`config.mk`:
```
export PLATFORM = sky130hd
export DESIGN_NAME = decimal_digit_tile_writer_unit_flat
export DESIGN_NICKNAME = d
export VERILOG_FILES = /design/src/hw/rtl/ddtw_pkg.sv /design/src/hw/rtl/ddtw_if.sv /design/src/hw/rtl/ddtw_useq.sv /design/src/hw/rtl/ddtw_datapath.sv /design/src/hw/rtl/decimal_digit_tile_writer_unit.sv /design/src/flat_wrapper.sv
export SDC_FILE = /design/constraint.sdc
export NUM_CORES = 1
export LEC_CHECK = 0
export CAP_MARGIN = 5
export CORE_MARGIN = 2
export CORE_UTILIZATION = 40
export CTS_CLUSTER_SIZE = 20
export DETAILED_ROUTE_END_ITERATION = 10
export DONT_BUFFER_PORTS = 1
export PLACE_DENSITY = 0.6
export SYNTH_ARGS = -nofsm -noshare
export SYNTH_HDL_FRONTEND = slang
export SYNTH_SLANG_ARGS = --single-unit
```
`constraint.sdc`:
```
create_clock -name clk -period 5.2 [get_ports clk]
set_input_delay 0.26 -clock clk [delete_from_list [all_inputs] [get_ports clk]]
set_output_delay 0.26 -clock clk [all_outputs]
set_load 0.1 [all_outputs]
```
`src/hw/rtl/ddtw_pkg.sv`:
```
`default_nettype none

package ddtw_pkg;

    // configuration port
    localparam int CFG_INDEX_W = 1;
    localparam int CFG_DATA_W  = 8;

    localparam logic [CFG_INDEX_W-1:0] REG_GLYPH_BASE    = 1'b0;
    localparam logic [CFG_INDEX_W-1:0] REG_DIGIT_PALETTE = 1'b1;

    // divide by ten as multiply by reciprocal, exact for 16-bit operands
    localparam logic [16:0] DIV10_MUL   = 17'd52429;
    localparam int          DIV10_SHIFT = 19;

    // micro-operations driven into the datapath
    typedef enum logic [1:0] {
        OP_NOP    = 2'd0,
        OP_LOAD   = 2'd1,
        OP_DIVIDE = 2'd2,
        OP_EMIT   = 2'd3
    } uop_t;

    // jump conditions
    typedef enum logic [1:0] {
        JMP_NEVER      = 2'd0,
        JMP_ALWAYS     = 2'd1,
        JMP_COUNT_ZERO = 2'd2,
        JMP_COL_NZ     = 2'd3
    } jcond_t;

    typedef logic [2:0] step_t;

    localparam step_t STEP_LOAD   = 3'd0;
    localparam step_t STEP_DIVIDE = 3'd1;
    localparam step_t STEP_UPPER  = 3'd2;
    localparam step_t STEP_LOWER  = 3'd3;
    localparam step_t STEP_RETURN = 3'd4;

    // one control word of the microprogram
    typedef struct packed {
        uop_t   op;
        logic   half;
        jcond_t cond;
        step_t  target;
    } uword_t;

    // datapath status back to the sequencer
    typedef struct packed {
        logic go;          // handshake of the current step completes
        logic count_zero;  // incoming transaction draws no digits
        logic col_nz;      // columns remain after the current one
    } dp_status_t;

    // microprogram store
    function automatic uword_t ucode_rom(input step_t step);
        uword_t w;
        case (step)
            STEP_LOAD:   w = '{op: OP_LOAD,   half: 1'b0, cond: JMP_COUNT_ZERO, target: STEP_LOAD};
            STEP_DIVIDE: w = '{op: OP_DIVIDE, half: 1'b0, cond: JMP_NEVER,      target: STEP_LOAD};
            STEP_UPPER:  w = '{op: OP_EMIT,   half: 1'b0, cond: JMP_NEVER,      target: STEP_LOAD};
            STEP_LOWER:  w = '{op: OP_EMIT,   half: 1'b1, cond: JMP_COL_NZ,     target: STEP_DIVIDE};
            STEP_RETURN: w = '{op: OP_NOP,    half: 1'b0, cond: JMP_ALWAYS,     target: STEP_LOAD};
            default:     w = '{op: OP_NOP,    half: 1'b0, cond: JMP_ALWAYS,     target: STEP_LOAD};
        endcase
        return w;
    endfunction

endpackage

`default_nettype wire

```
`src/hw/rtl/ddtw_if.sv`:
```
`default_nettype none

// number to draw
interface ddtw_in_if;
    logic        valid;
    logic        ready;
    logic [7:0]  left_column;
    logic [7:0]  top_row;
    logic [15:0] number;
    logic [3:0]  digit_count;

    modport source (output valid, output left_column, output top_row, output number,
                    output digit_count, input ready);
    modport sink   (input valid, input left_column, input top_row, input number,
                    input digit_count, output ready);
endinterface

// one tile write
interface ddtw_out_if;
    logic       valid;
    logic       ready;
    logic [7:0] tile_column;
    logic [7:0] tile_row;
    logic [7:0] tile_number;
    logic       on_screen;
    logic       last;

    modport source (output valid, output tile_column, output tile_row, output tile_number,
                    output on_screen, output last, input ready);
    modport sink   (input valid, input tile_column, input tile_row, input tile_number,
                    input on_screen, input last, output ready);
endinterface

`default_nettype wire

```
`src/hw/rtl/ddtw_useq.sv`:
```
`default_nettype none

module ddtw_useq (
    input  wire logic                clk,
    input  wire logic                rst_n,
    input  wire ddtw_pkg::dp_status_t status,
    output ddtw_pkg::uword_t         ctrl
);

    ddtw_pkg::step_t step_reg;
    ddtw_pkg::step_t step_next;
    logic            taken;
    logic            stall;

    // control word fetch
    assign ctrl = ddtw_pkg::ucode_rom(step_reg);

    // jump condition and stall on handshake steps
    always_comb
    begin
        case (ctrl.cond)
            ddtw_pkg::JMP_NEVER:      taken = 1'b0;
            ddtw_pkg::JMP_ALWAYS:     taken = 1'b1;
            ddtw_pkg::JMP_COUNT_ZERO: taken = status.count_zero;
            ddtw_pkg::JMP_COL_NZ:     taken = status.col_nz;
            default:                  taken = 1'b0;
        endcase
        stall = ((ctrl.op == ddtw_pkg::OP_LOAD) || (ctrl.op == ddtw_pkg::OP_EMIT))
                && !status.go;
        step_next = step_reg;
        if (!stall)
        begin
            step_next = taken ? ctrl.target : step_reg + 3'd1;
        end
    end

    // step counter
    always_ff @(posedge clk or negedge rst_n)
    begin
        if (!rst_n)
        begin
            step_reg <= ddtw_pkg::STEP_LOAD;
        end
        else
        begin
            step_reg <= step_next;
        end
    end

    // program counter stays inside the program
    a_step_range: assert property (@(posedge clk) disable iff (!rst_n)
        step_reg <= ddtw_pkg::STEP_RETURN)
        else $error("step counter left the program");

    // a transaction with digits goes straight to the first division
    a_load_to_divide: assert property (@(posedge clk) disable iff (!rst_n)
        (ctrl.op == ddtw_pkg::OP_LOAD && status.go && !status.count_zero)
        |=> step_reg == ddtw_pkg::STEP_DIVIDE)
        else $error("load did not start conversion");

    // a blocked tile write holds its step
    a_emit_hold: assert property (@(posedge clk) disable iff (!rst_n)
        (ctrl.op == ddtw_pkg::OP_EMIT && !status.go) |=> $stable(step_reg))
        else $error("sequencer advanced past a blocked write");

endmodule

`default_nettype wire

```
`src/hw/rtl/ddtw_datapath.sv`:
```
`default_nettype none

module ddtw_datapath #(
    parameter int SCREEN_COLUMNS = 20,
    parameter int SCREEN_ROWS    = 18,
    parameter int MAX_DIGITS     = 8
) (
    input  wire logic                               clk,
    input  wire logic                               rst_n,
    input  wire logic                               write_enable,
    input  wire logic [ddtw_pkg::CFG_INDEX_W-1:0]   write_index,
    input  wire logic [ddtw_pkg::CFG_DATA_W-1:0]    write_data,
    input  wire ddtw_pkg::uword_t                   ctrl,
    output ddtw_pkg::dp_status_t                    status,
    ddtw_in_if.sink                                 digits_in,
    ddtw_out_if.source                              tiles_out
);

    localparam int COL_W = $clog2(MAX_DIGITS + 1);

    logic [7:0]       base_reg;
    logic [7:0]       left_reg;
    logic [7:0]       top_row_reg;
    logic [15:0]      num_reg;
    logic [3:0]       digit_reg;
    logic [COL_W-1:0] col_reg;
    logic [COL_W-1:0] count_sat;

    logic             out_valid_reg;
    logic [7:0]       out_column_reg;
    logic [7:0]       out_row_reg;
    logic [7:0]       out_tile_reg;
    logic             out_on_reg;
    logic             out_last_reg;

    logic [32:0]      prod;
    logic [15:0]      quot;
    logic [15:0]      quot_x10;
    logic [3:0]       digit_next;
    logic             out_free;
    logic             in_fire;
    logic             emit_fire;
    logic [7:0]       col_x;
    logic [7:0]       row_y;
    logic [7:0]       tile_n;
    logic             on_scr;
    logic             last_w;

    // configuration writes; the palette has no effect on the tile writes
    always_ff @(posedge clk or negedge rst_n)
    begin
        if (!rst_n)
        begin
            base_reg <= 8'd0;
        end
        else if (write_enable)
        begin
            case (write_index)
                ddtw_pkg::REG_GLYPH_BASE:    base_reg <= write_data;
                ddtw_pkg::REG_DIGIT_PALETTE: base_reg <= base_reg;
                default:                     base_reg <= base_reg;
            endcase
        end
    end

    // handshakes
    assign out_free        = !out_valid_reg || tiles_out.ready;
    assign digits_in.ready = (ctrl.op == ddtw_pkg::OP_LOAD);
    assign in_fire         = digits_in.ready && digits_in.valid;
    assign emit_fire       = (ctrl.op == ddtw_pkg::OP_EMIT) && out_free;

    // clamp the column count
    always_comb
    begin
        if (32'(digits_in.digit_count) > MAX_DIGITS)
        begin
            count_sat = COL_W'(MAX_DIGITS);
        end
        else
        begin
            count_sat = COL_W'(digits_in.digit_count);
        end
    end

    // status to the sequencer
    always_comb
    begin
        case (ctrl.op)
            ddtw_pkg::OP_LOAD: status.go = digits_in.valid;
            ddtw_pkg::OP_EMIT: status.go = out_free;
            default:           status.go = 1'b0;
        endcase
        status.count_zero = (digits_in.digit_count == 4'd0);
        status.col_nz     = (col_reg != '0);
    end

    // divide by ten: quotient by reciprocal, remainder by shift-add
    assign prod       = num_reg * ddtw_pkg::DIV10_MUL;
    assign quot       = 16'(prod >> ddtw_pkg::DIV10_SHIFT);
    assign quot_x10   = (quot << 3) + (quot << 1);
    assign digit_next = 4'(num_reg - quot_x10);

    // conversion registers
    always_ff @(posedge clk or negedge rst_n)
    begin
        if (!rst_n)
        begin
            col_reg <= '0;
        end
        else if (in_fire)
        begin
            col_reg <= count_sat;
        end
        else if (ctrl.op == ddtw_pkg::OP_DIVIDE)
        begin
            col_reg <= col_reg - COL_W'(1);
        end
    end

    always_ff @(posedge clk)
    begin
        if (in_fire)
        begin
            left_reg    <= digits_in.left_column;
            top_row_reg <= digits_in.top_row;
            num_reg     <= digits_in.number;
        end
        else if (ctrl.op == ddtw_pkg::OP_DIVIDE)
        begin
            num_reg   <= quot;
            digit_reg <= digit_next;
        end
    end

    // tile write fields
    always_comb
    begin
        col_x  = left_reg + 8'(col_reg);
        row_y  = top_row_reg + {7'd0, ctrl.half};
        tile_n = base_reg + {3'd0, digit_reg, 1'b0} + {7'd0, ctrl.half};
        on_scr = (32'(col_x) < SCREEN_COLUMNS) && (32'(row_y) < SCREEN_ROWS);
        last_w = ctrl.half && (col_reg == '0);
    end

    // output register
    always_ff @(posedge clk or negedge rst_n)
    begin
        if (!rst_n)
        begin
            out_valid_reg <= 1'b0;
        end
        else if (emit_fire)
        begin
            out_valid_reg <= 1'b1;
        end
        else if (tiles_out.ready)
        begin
            out_valid_reg <= 1'b0;
        end
    end

    always_ff @(posedge clk)
    begin
        if (emit_fire)
        begin
            out_column_reg <= col_x;
            out_row_reg    <= row_y;
            out_tile_reg   <= tile_n;
            out_on_reg     <= on_scr;
            out_last_reg   <= last_w;
        end
    end

    assign tiles_out.valid       = out_valid_reg;
    assign tiles_out.tile_column = out_column_reg;
    assign tiles_out.tile_row    = out_row_reg;
    assign tiles_out.tile_number = out_tile_reg;
    assign tiles_out.on_screen   = out_on_reg;
    assign tiles_out.last        = out_last_reg;

    // the final write of a transaction has no columns left
    a_last_at_end: assert property (@(posedge clk) disable iff (!rst_n)
        (emit_fire && last_w) |-> (col_reg == '0))
        else $error("last flag with columns remaining");

    // never divide with no column left
    a_divide_col: assert property (@(posedge clk) disable iff (!rst_n)
        (ctrl.op == ddtw_pkg::OP_DIVIDE) |-> (col_reg != '0))
        else $error("column counter underflow");

    // an upper half is always followed by a lower half of the same column
    a_pair_column: assert property (@(posedge clk) disable iff (!rst_n)
        (emit_fire && !ctrl.half) |=> (ctrl.op == ddtw_pkg::OP_EMIT && ctrl.half
                                       && col_x == $past(col_x)))
        else $error("glyph halves split across columns");

endmodule

`default_nettype wire

```
`src/hw/rtl/decimal_digit_tile_writer_unit.sv`:
```
`default_nettype none

// Decimal digit tile writer. Each transaction on digits_in gives a 16-bit
// number, a column count and a tile position; the unit produces two tile
// writes per column on tiles_out (upper glyph half at top_row, lower half at
// top_row+1), rightmost column first, with last set on the final write. A
// count above MAX_DIGITS is clamped, a count of zero produces no writes.
// Control is a five-step microprogram: a load step takes the transaction, then
// each column runs one divide-by-ten step and two tile writes, and a return
// step goes back to load; a write waits while tiles_out stalls, and a count
// of zero stays in the load step. The single output register lets the next
// transaction be taken while the final write still waits. glyph_base_tile
// (index 0) and digit_palette (index 1) are written through write_enable/
// write_index/write_data while the unit is idle; the palette does not appear
// in the tile writes.
module decimal_digit_tile_writer_unit #(
    parameter int SCREEN_COLUMNS = 20,
    parameter int SCREEN_ROWS    = 18,
    parameter int MAX_DIGITS     = 8
) (
    input  wire logic                             clk,
    input  wire logic                             rst_n,
    input  wire logic                             write_enable,
    input  wire logic [ddtw_pkg::CFG_INDEX_W-1:0] write_index,
    input  wire logic [ddtw_pkg::CFG_DATA_W-1:0]  write_data,
    ddtw_in_if.sink                               digits_in,
    ddtw_out_if.source                            tiles_out
);

    ddtw_pkg::uword_t     ctrl;
    ddtw_pkg::dp_status_t status;

    // microprogram sequencer
    ddtw_useq u_useq (
        .clk    (clk),
        .rst_n  (rst_n),
        .status (status),
        .ctrl   (ctrl)
    );

    // conversion and tile write datapath
    ddtw_datapath #(
        .SCREEN_COLUMNS (SCREEN_COLUMNS),
        .SCREEN_ROWS    (SCREEN_ROWS),
        .MAX_DIGITS     (MAX_DIGITS)
    ) u_datapath (
        .clk          (clk),
        .rst_n        (rst_n),
        .write_enable (write_enable),
        .write_index  (write_index),
        .write_data   (write_data),
        .ctrl         (ctrl),
        .status       (status),
        .digits_in    (digits_in),
        .tiles_out    (tiles_out)
    );

endmodule

`default_nettype wire

```
`src/flat_wrapper.sv`:
```
// flat-port wrapper written by rule: the top's interface ports become plain ports
module decimal_digit_tile_writer_unit_flat 
#(
    parameter int SCREEN_COLUMNS = 20,
    parameter int SCREEN_ROWS    = 18,
    parameter int MAX_DIGITS     = 8
)
  (clk, rst_n, write_enable, write_index, write_data, digits_in_valid, digits_in_left_column, digits_in_top_row, digits_in_number, digits_in_digit_count, digits_in_ready, tiles_out_valid, tiles_out_tile_column, tiles_out_tile_row, tiles_out_tile_number, tiles_out_on_screen, tiles_out_last, tiles_out_ready);
  ddtw_in_if digits_in_i ();
  ddtw_out_if tiles_out_i ();
  input  wire logic clk;
  input  wire logic rst_n;
  input  wire logic write_enable;
  input  wire logic [ddtw_pkg::CFG_INDEX_W-1:0] write_index;
  input  wire logic [ddtw_pkg::CFG_DATA_W-1:0] write_data;
  input wire logic [$bits(digits_in_i.valid)-1:0] digits_in_valid;
  input wire logic [$bits(digits_in_i.left_column)-1:0] digits_in_left_column;
  input wire logic [$bits(digits_in_i.top_row)-1:0] digits_in_top_row;
  input wire logic [$bits(digits_in_i.number)-1:0] digits_in_number;
  input wire logic [$bits(digits_in_i.digit_count)-1:0] digits_in_digit_count;
  output wire logic [$bits(digits_in_i.ready)-1:0] digits_in_ready;
  output wire logic [$bits(tiles_out_i.valid)-1:0] tiles_out_valid;
  output wire logic [$bits(tiles_out_i.tile_column)-1:0] tiles_out_tile_column;
  output wire logic [$bits(tiles_out_i.tile_row)-1:0] tiles_out_tile_row;
  output wire logic [$bits(tiles_out_i.tile_number)-1:0] tiles_out_tile_number;
  output wire logic [$bits(tiles_out_i.on_screen)-1:0] tiles_out_on_screen;
  output wire logic [$bits(tiles_out_i.last)-1:0] tiles_out_last;
  input wire logic [$bits(tiles_out_i.ready)-1:0] tiles_out_ready;
  assign digits_in_i.valid = digits_in_valid;
  assign digits_in_i.left_column = digits_in_left_column;
  assign digits_in_i.top_row = digits_in_top_row;
  assign digits_in_i.number = digits_in_number;
  assign digits_in_i.digit_count = digits_in_digit_count;
  assign digits_in_ready = digits_in_i.ready;
  assign tiles_out_valid = tiles_out_i.valid;
  assign tiles_out_tile_column = tiles_out_i.tile_column;
  assign tiles_out_tile_row = tiles_out_i.tile_row;
  assign tiles_out_tile_number = tiles_out_i.tile_number;
  assign tiles_out_on_screen = tiles_out_i.on_screen;
  assign tiles_out_last = tiles_out_i.last;
  assign tiles_out_i.ready = tiles_out_ready;
  decimal_digit_tile_writer_unit #(.SCREEN_COLUMNS(SCREEN_COLUMNS), .SCREEN_ROWS(SCREEN_ROWS), .MAX_DIGITS(MAX_DIGITS)) u_core (.clk(clk), .rst_n(rst_n), .write_enable(write_enable), .write_index(write_index), .write_data(write_data), .digits_in(digits_in_i), .tiles_out(tiles_out_i));
endmodule
```
==> results.md, run 1 <==
* Outcome: complete, but fails checks
* Failing checks: negative setup slack
* Antenna violations before repair at 0
* MaxCap Viol Count at 0
* Fraction of the cycle the final worst path needs at 107%
* FILL cells at 1,757
* Die Span X at approximately 150 µm
* Diode count at 0
* Yosys reg bits at 78
* Syn_nets at between 1,000 and 1,500
* Hpwl dp at 16,700 µm
* Initial Utilization at 41.0%
* Fin area at 10,100 µm²
* Worst-path clk slew at 0.07 ns
* Via Count at 5,536
* Setup violators final at 15
* Tightest Pin Transition at 0.977 ns
* CTS max path bufs at 2
* Final Skew at 0.0107 ns
* Wire per inst at roughly 18 µm
* Worst min path class: input port to flip-flop
* CP Launch Type: flip-flop
* # DRC at 0
* Slew Limit Fails at 0
* Post-synth EDFFs at 62
* CP bufs+invs at 4
* Via density per instance at 4.97
* Post-synthesis simple-gate area fraction at ~5.5%
* Largest family of logic cells by synthesized area: adder cells
* Wirelength, routed at 19,900 µm
* Vias in the first global route at approximately 6,000
* Final hold vios at 0
* Post-Synth XOR/XNOR Area at 4.47%
* Worst path max stage delay at around 0.54 ns
* Adder-cell area share of the yosys netlist at 44.3%
* Pin count of the biggest net entering global routing at 30
* Sink Count at 78
* CTS tree: done
* Yosys cell types at 52
* CP delay by family, top: adder cells
* Compound-Gate Fraction of Synth Area at 7.60%
* Crit path cell chain: ha_4 > ha_4 > inv_2 > fa_2 > inv_2 > fa_2 > fa_1 > inv_1 > fa_1 > inv_2 > ha_4 > nand4_1 > o31a_2 > a21boi_2 > o21bai_2 > nand2_2 > xnor2_2 > ha_1 > nand2_2 > nand3_2 > xnor2_2 > xnor2_1
* Synthesized area at 8040 µm²
* Num CTS Buffers at 9
* Dpl cell area at between 9000 and 10,000 µm²
* Minimum clock period at 5.58 ns
* Synth top area share at 23.8%
* Max FFs per register at 16
* FF-to-FF setup slack at -0.38 ns
* Synth top area cells: ha_1, edfxtp_1, fa_1
* Commonest cells after routing, fill and taps aside: inv_1, ha_1, buf_4
* Synth warnings at 0
* Post-DRT Antenna Nets at 0
* 1st-pass router iterations at 4
* Site row count at 51
* Register area share after synthesis at 28.2%
* First-pass GRT wire length at 32,100 µm
* Pre-CTS setup slack at -0.507 ns
* Fmax at 179 MHz
* Synth Flop Type: edfxtp_1
* Core Area at 19,600 µm²
* Clock Latency Late Sink at 0.34 ns
* Worst endpoint data arrival time at ~5.7 ns
* RSZ-0062 raised after global routing: yes
* Die area at 21,200 µm²
* I/O Buffers at 0
* Post-Syn Instances at approximately 730
* Nets at 1,130
* Overflow left after global routing at 0
* Share of synthesized area spent on multiplexers at 1.26%
* DR iter-0 viols at about 270
* Clock H-tree levels at 3
* Area leader, netlist: ha_1
* Asr flop ratio synth at between 20% and 30%
* Die Y-Extent at 146 µm
* Clock root buffer: clkbuf_16
* CP required at 5.30 ns
* Placer Congestion at 0.886
* Fin worst setup slack at -0.381 ns
* CP max FO at 4
* Most common cell after layout, fill and taps aside: inv_1
* Worst setup EP type: flip-flop
* Critical path class: flip-flop to flip-flop
* Critical path's slowest cell: fa_2
* Layout cells sized above 1 at 27.3%
* Area grow syn2layout at 25.8%
* Rel. slew slack at 34.8%
* # IOs at 78
* Gr usage total at 19.4%
* Average size of a mapped cell at 11.0 µm²
cell families (layout without fill, tap and decap cells):
family / after synthesis / in the layout
compound gates: 89 / 89
xor+xnor: 41 / 41
fa+ha+maj: 235 / 235
buf+inv: 187 / 308
flops: 78 / 78
mux: 9 / 9
simple gates: 90 / 90
cell usage after synthesis, drive strengths merged (2+ instances only):
cell type  count
nand2b         2
nand4          4
inv          183
a41oi          2
fa            82
and2           2
dfrtp         16
xor2          12
and3          11
a22oi          2
mux2           9
nor4           3
o21ai         23
xnor2         29
clkbuf         3
o21bai         7
o211ai         4
nand2         28
o21a           2
a21o           8
nor2b          4
a211oi         4
o31a           2
nor2          18
ha           153
nor3           2
nand3         13
o31ai          2
a21oi         23
edfxtp        62
stage by stage:
step | hold slack (ns) | utilization, % | setup TNS (ns) | cells
2_1_floorplan | -0.0356 | - | -0.0288 | 729
5_1_grt | 0.000345 | 51.6 | -5.27 | 1115
3_3_place_gp | -0.0347 | 46.8 | -1.66 | 1071
6_report | 0.0159 | 51.6 | -2.53 | 1115
3_5_place_dp | -0.0346 | 46.8 | -2.75 | 1071
4_1_cts | 0.00363 | 50.6 | -1.29 | 1106
layout make-up:
class                      instances  area (µm²)  area share [%]
multi-input combinational        464        5660            56.0
sequential                        78        2260            22.4
inverter                         183         687            6.80
clock buffer                       9         225            2.23
clock inverter                     7        72.6           0.718
timing repair buffer             109         865            8.56
tap                              265         332            3.28
path summary, 6_finish.rpt:
check | from | cells after the start | end
worst max-delay path | u_core.u_datapath.num_reg[10] | 22 | u_core.u_datapath.digit_reg[3]
worst min-delay path | digits_in_top_row[0] | 0 | u_core.u_datapath.top_row_reg[0]
worst max register to register | u_core.u_datapath.num_reg[10] | 22 | u_core.u_datapath.digit_reg[3]
worst min register to register | u_core.u_datapath.base_reg[2] | 1 | u_core.u_datapath.base_reg[2]
max in group asynchronous | rst_n | 1 | u_core.u_datapath.base_reg[0]
min in group asynchronous | rst_n | 1 | u_core.u_useq.step_reg[1]
per-layer routing:
metal / global-route usage [%] / share of wire (%)
met2: 33.7 / 50
met3: 2.45 / 3.3
met5: 0 / 0
met1: 25.8 / 45
met4: 4.90 / 1.6
timing repair:
item / in CTS / in global routing
setup buffers: 18 / 10
hold buffers: 2 / 0
endpoints found under the setup margin: 15 / 15
resized for setup: 52 / 29
endpoints found under the hold margin: 17 / 0
pin swaps: 28 / 35
Power of run 1 is not shown: default switching activity piles up to over one toggle a cycle in this logic, so the estimate is an artifact.
==> run 2: changes to the inputs <==
CTS_BUF_LIST = sky130_fd_sc_hd__clkbuf_4   (was unset)
==> run 2 against run 1 <==
Against the previous run:
- the flow still finishes with violations (negative setup slack)
- routed wire length increased by 2.7%
- critical path depth unchanged
- sequential cell count unchanged
- die area unchanged
- critical endpoint unchanged
- highest routed layer unchanged
==> results.md, run 2 (synthesis results as in run 1) <==
* 1st-pass router iterations at 5 (+1)
* Critical path class: flip-flop to flip-flop
* Clock Latency Late Sink at 0.46 ns (+0.12 ns)
* Setup violators final at 12 (-3)
* Nets at 1,170 (+3.5%)
* CTS max path bufs at 2 (unchanged)
* Via density per instance at 4.93 (-0.72%)
* Outcome: complete, but fails checks
* Worst endpoint data arrival time at 5.74 ns (+0.06 ns)
* Wirelength, routed at 20,400 µm (+2.7%)
* Die Span X at 146 µm (unchanged)
* CTS tree: done
* CP required at 5.44 ns (+0.14 ns)
* Fmax at 182 MHz (+1.4%)
* Via Count at 5,698 (+2.9%)
* Antenna violations before repair at 1 (+1)
* First-pass GRT wire length at 33,100 µm (+3.0%)
* Site row count at 51 (unchanged)
* Vias in the first global route at 6,339 (+3.1%)
* Num CTS Buffers at 9 (unchanged)
* Slew Limit Fails at 0 (unchanged)
* Die Y-Extent at 146 µm (unchanged)
* Setup TNS Final at -2.12 ns (+0.413 ns)
* # IOs at 78 (unchanged)
* CP Launch Type: flip-flop
* Tightest Pin Transition at 1.00 ns (+0.0229 ns)
* Minimum clock period at 5.50 ns (-0.0759 ns)
* Pin count of the biggest net entering global routing at 30 (unchanged)
* RSZ-0062 raised after global routing: yes
* Most common cell after layout, fill and taps aside: inv_1
* Layout cells sized above 1 at 26.0% (-1.3 points)
* Wire per inst at 17.7 µm (-0.93%)
* Failing checks: negative setup slack
* Area grow syn2layout at 29.1%
* Overflow left after global routing at 0 (unchanged)
* Rel. slew slack at 33.1% (-1.7 points)
* Final hold vios at 0 (unchanged)
* Fraction of the cycle the final worst path needs at 106% (-1.5 points)
* Worst setup EP type: flip-flop
* CP max FO at 4 (unchanged)
* Core Area at 19,600 µm² (unchanged)
* Gr usage total at 20.0% (+0.55 points)
* Fin worst setup slack at -0.305 ns (+0.0759 ns)
* # DRC at 0 (unchanged)
* Commonest cells after routing, fill and taps aside: inv_1, ha_1, buf_4
* Max FFs per register at 16 (unchanged)
* Final Skew at 0.0207 ns (+0.0101 ns)
* WHS at 0.0374 ns (+0.0215 ns)
* Worst-path clk slew at 0.15 ns (+0.08 ns)
* Clock root buffer: clkbuf_4
* Placer Congestion at 0.886 (unchanged)
* Worst min path class: input port to flip-flop
* Post-DRT Antenna Nets at 0 (unchanged)
* Sink Count at 78 (unchanged)
* DR iter-0 viols at 309 (+16%)
* Initial Utilization at 41.0% (unchanged)
* Clock H-tree levels at 3 (unchanged)
* MaxCap Viol Count at 0 (unchanged)
* I/O Buffers at 0 (unchanged)
* Hpwl dp at 16,700 µm (unchanged)
* Die area at 21,200 µm² (unchanged)
## run 2: cell types whose count changed in the layout (fill, tap and decap cells not counted), moves of 2 or more
cell           change
buf_4              +3
inv_2              -4
inv_1              +4
clkbuf_16          -9
dlygate4sd3_1     +39
o21ai_0            -2
ha_2               -2
clkbuf_4           +9
buf_6              -2
## run 2: through the flow
| stage | util [%] | instances | cell area [µm²] | worst slack (ns) |
|---|---|---|---|---|
| global placement | 46.8 | 1071 | 9180 | -0.481 |
| floorplan | - | 729 | 8250 | -0.0174 |
| detailed placement | 46.8 | 1071 | 9180 | -0.507 |
| finish | 53.0 | 1156 | 10400 | -0.305 |
| CTS | 51.8 | 1148 | 10200 | -0.239 |
| global route | 53.0 | 1156 | 10400 | -0.521 |
## run 2: final timing paths
check	slack [ns]	from	cells after the start	to
min reg2reg	0.53	u_core.u_datapath.base_reg[2]	1	u_core.u_datapath.base_reg[2]
max in group asynchronous	4.34	rst_n	1	u_core.u_datapath.base_reg[0]
min in group asynchronous	0.32	rst_n	1	u_core.u_datapath.tiles_out.valid
max	-0.30	u_core.u_datapath.num_reg[10]	22	u_core.u_datapath.digit_reg[3]
max reg2reg	-0.30	u_core.u_datapath.num_reg[10]	22	u_core.u_datapath.digit_reg[3]
min	0.04	digits_in_number[4]	2	u_core.u_datapath.num_reg[4]
## run 2: cell type report
type / instances / area [µm²]
antenna: 1 / 2.50
clock buffer: 9 / 67.6
clock inverter: 7 / 72.6
fill: 1724 / 9220
inverter: 183 / 687
multi-input combinational: 464 / 5700
sequential: 78 / 2260
tap: 265 / 332
timing repair buffer: 149 / 1250
## run 2: worst max-delay path, cell delays in order (launching register included)
cell      delay (ns)
edfxtp_1        0.55
ha_4            0.29
ha_4            0.26
inv_2           0.03
fa_2            0.54
inv_2           0.04
fa_2            0.44
fa_1            0.49
inv_1           0.05
fa_1            0.52
inv_2           0.05
ha_4            0.28
nand4_1         0.09
o31a_2          0.41
a21boi_2        0.15
o21bai_2        0.10
nand2_2         0.10
xnor2_2         0.14
ha_1            0.30
nand2_2         0.07
nand3_2         0.09
xnor2_2         0.15
xnor2_1         0.13
## run 2: metal layers
layer  share of wire (%)  global-route usage (%)  wire [µm]
met2                  51                    35.3      10400
met5                   0                       0          0
met3                 2.7                    2.54        544
met1                  45                    26.4       9160
met4                 1.5                    4.17        316
## run 2: what timing repair did
action / 4_1_cts / 5_1_grt
gates resized for setup: 45 / 37
hold endpoints to repair: 54 / 0
hold buffers: 41 / 0
setup endpoints to repair: 15 / 15
buffers inserted: 21 / 9
pin swaps: 37 / 20
Power of run 2 is left out for the same reason.
==> run 3: changes to the inputs <==
PLACE_DENSITY = 0.58   (was 0.6)
clock period = 6.6 ns   (was 5.2 ns; I/O delays follow)
==> run 3 against run 2 <==
Against the previous run:
- count of clock-buffer cells in the layout is 1 higher
- routed wire length shrank 13%
- the run now ends clean
- critical endpoint unchanged
- critical path depth down 1
- die area unchanged
- clock skew fell by 0.0066 ns
- via count down 9.8%
- worst setup slack better by 0.64 ns
- global-route usage decreased by 2.0 points
- highest routed layer unchanged
- cell count fell by 11%
- non-clock buffer count shrank 122
- sequential cell count unchanged
- design area down 16%
==> results.md, run 3 (synthesis results as in run 1) <==
* Global route hottest layer: met2
* Clock root buffer: clkbuf_4
* CP max FO at 6 (+2)
* I/O Buffers at 0 (unchanged)
* Crit. Startpoint: u_core.u_datapath.num_reg[3]
* Final hold vios at 0 (unchanged)
* 1st-pass router iterations at 4 (-1)
* Area of the multi-input gates at 5070 µm² (-11%)
* Pin count of the biggest net entering global routing at 22 (-27%)
* Worst-path clk slew at 0.13 ns (-0.02 ns)
* Max FFs per register at 16 (unchanged)
* GR Util met1 at 23.6% (-2.8 points)
* Hold_buf cts at 18 (-56%)
* Initial Utilization at 41.0% (unchanged)
* Most common cell after layout, fill and taps aside: inv_1
* Via Count at 5,137 (-9.8%)
* Antenna violations before repair at 0 (-1)
* FILL cells at 1,862 (+8.0%)
* Clock H-tree levels at 3 (unchanged)
* Worst min path class: input port to flip-flop
* Clock Latency Late Sink at 0.43 ns (-0.03 ns)
* # IOs at 78 (unchanged)
* Nets at 1,048 (-10%)
* CP Launch Type: flip-flop
* Gr usage total at 18.0% (-2.0 points)
* Worst setup EP type: flip-flop
* CTS tree: done
* FF-to-FF setup slack at 0.33 ns (+0.64 ns)
* Die Y-Extent at 146 µm (unchanged)
* Die area at 21,200 µm² (unchanged)
* Placer Congestion at 0.995 (+12%)
* Area grow syn2layout at 9.03%
* # DRC at 0 (unchanged)
* Post-Layout Cell Count at 1,033 (-11%)
* Wire per inst at 17.2 µm (-2.6%)
* Critical path class: flip-flop to flip-flop
* Inst Count DP at 993 (-7.3%)
* Site row count at 51 (unchanged)
* Post-CTS setup buffer count at 0 (-100%)
* Outcome: finished clean
* RSZ-0062 raised after global routing: no
* Hold_sp: digits_in_digit_count[1]
* Wirelength, routed at 17,800 µm (-13%)
* Routing usage on met3 at 3.79% (+1.3 points)
* First-pass GRT wire length at 30,000 µm (-9.4%)
* DR iter-0 viols at 243 (-21%)
* Core Area at 19,600 µm² (unchanged)
* Tightest Pin Transition at 1.14 ns (+0.138 ns)
* Rel. slew slack at 24.1% (-9.0 points)
* Commonest cells after routing, fill and taps aside: inv_1, ha_1, fa_1
* Diode count at 0 (-1)
* Register area at 2260 µm² (unchanged)
* Setup violators final at 0 (-12)
* Fraction of the cycle the final worst path needs at 94.9% (-11 points)
* Sink Count at 78 (unchanged)
* MaxCap Viol Count at 0 (unchanged)
* Slew Limit Fails at 0 (unchanged)
* Hpwl dp at 15,500 µm (-7.5%)
* M2 GR Usage at 30.1% (-5.1 points)
* Worst endpoint data arrival time at 6.44 ns (+0.70 ns)
* Layout cells sized above 1 at 4.95% (-21 points)
* Via density per instance at 4.97 (+0.89%)
* Minimum clock period at 6.27 ns (+0.762 ns)
* Setup TNS Final at 0 ns (+2.12 ns)
* Overflow left after global routing at 0 (unchanged)
* Fmax at 160 MHz (-12%)
* Die Span X at 146 µm (unchanged)
* Final Skew at 0.0142 ns (-0.00657 ns)
* Num CTS Buffers at 9 (unchanged)
* CTS max path bufs at 2 (unchanged)
* Reg2reg start: u_core.u_datapath.num_reg[3]
* Post_cts resized at 0 (-100%)
* Post-DRT Antenna Nets at 0 (unchanged)
* CP required at 6.78 ns (+1.34 ns)
* Vias in the first global route at 5,681 (-10%)
run 3: cell types whose count changed in the layout (fill, tap and decap cells not counted), moves of 7 or more:
cell	delta
buf_4	-96
ha_1	+32
ha_4	-28
dlygate4sd3_1	-17
inv_1	+14
inv_2	-14
a21oi_1	+10
a21oi_2	-9
buf_6	-9
o21ai_0	+9
xnor2_1	+7
run 3: worst paths after layout:
kind | endpoint | depth (start not counted)
worst max-delay path | u_core.u_datapath.digit_reg[3] | 21
worst min-delay path | u_core.u_datapath.col_reg[1] | 2
worst max register to register | u_core.u_datapath.digit_reg[3] | 21
worst min register to register | u_core.u_datapath.base_reg[3] | 1
max in group asynchronous | u_core.u_datapath.col_reg[2] | 1
min in group asynchronous | u_core.u_datapath.base_reg[2] | 1
run 3: per-stage QoR:
| step | hold WS [ns] | instance area [µm²] | setup slack [ns] | util, % |
|---|---|---|---|---|
| finish | 0.0315 | 8760 | 0.333 | 44.7 |
| global route | 0.0000231 | 8760 | 0.0181 | 44.7 |
| CTS | 0.00215 | 8700 | 0.332 | 44.4 |
| detailed placement | 0.0350 | 8380 | 0.369 | 42.8 |
| global placement | 0.0351 | 8380 | 0.357 | 42.8 |
| floorplan | 0.0344 | 8040 | 0.995 | - |
run 3: metal layers:
metal  wire length, µm  part of all wire, %  vias up
met3               908                  5.1       25
li1                  -                    -     2471
met4               453                  2.6        0
met1              7700                   43     2509
met5                 0                    0        -
met2              8690                   49      132
run 3: layout make-up:
cell class                      instances  area share, %
Clock buffer                           10          0.857
Clock inverter                          6          0.771
Timing Repair Buffer                   27           3.00
Tap cell                              265           3.78
Inverter                              183           7.84
Multi-Input combinational cell        464           57.9
Sequential cell                        78           25.8
run 3: worst max-delay path, stage by stage, from the launching register on:
cell and delay, ns:
edfxtp_1 0.54, ha_1 0.40, inv_1 0.08, fa_1 0.55
inv_1 0.06, fa_1 0.52, fa_1 0.54, fa_1 0.54
inv_1 0.05, fa_1 0.53, inv_1 0.04, ha_1 0.32
a21o_1 0.16, a21o_1 0.16, a21oi_1 0.23, nand2_1 0.12
xnor2_1 0.37, ha_1 0.34, nand2_1 0.07, nand3_1 0.09
xnor2_1 0.18, xnor2_1 0.12
Power of run 3 is left out for the same reason.
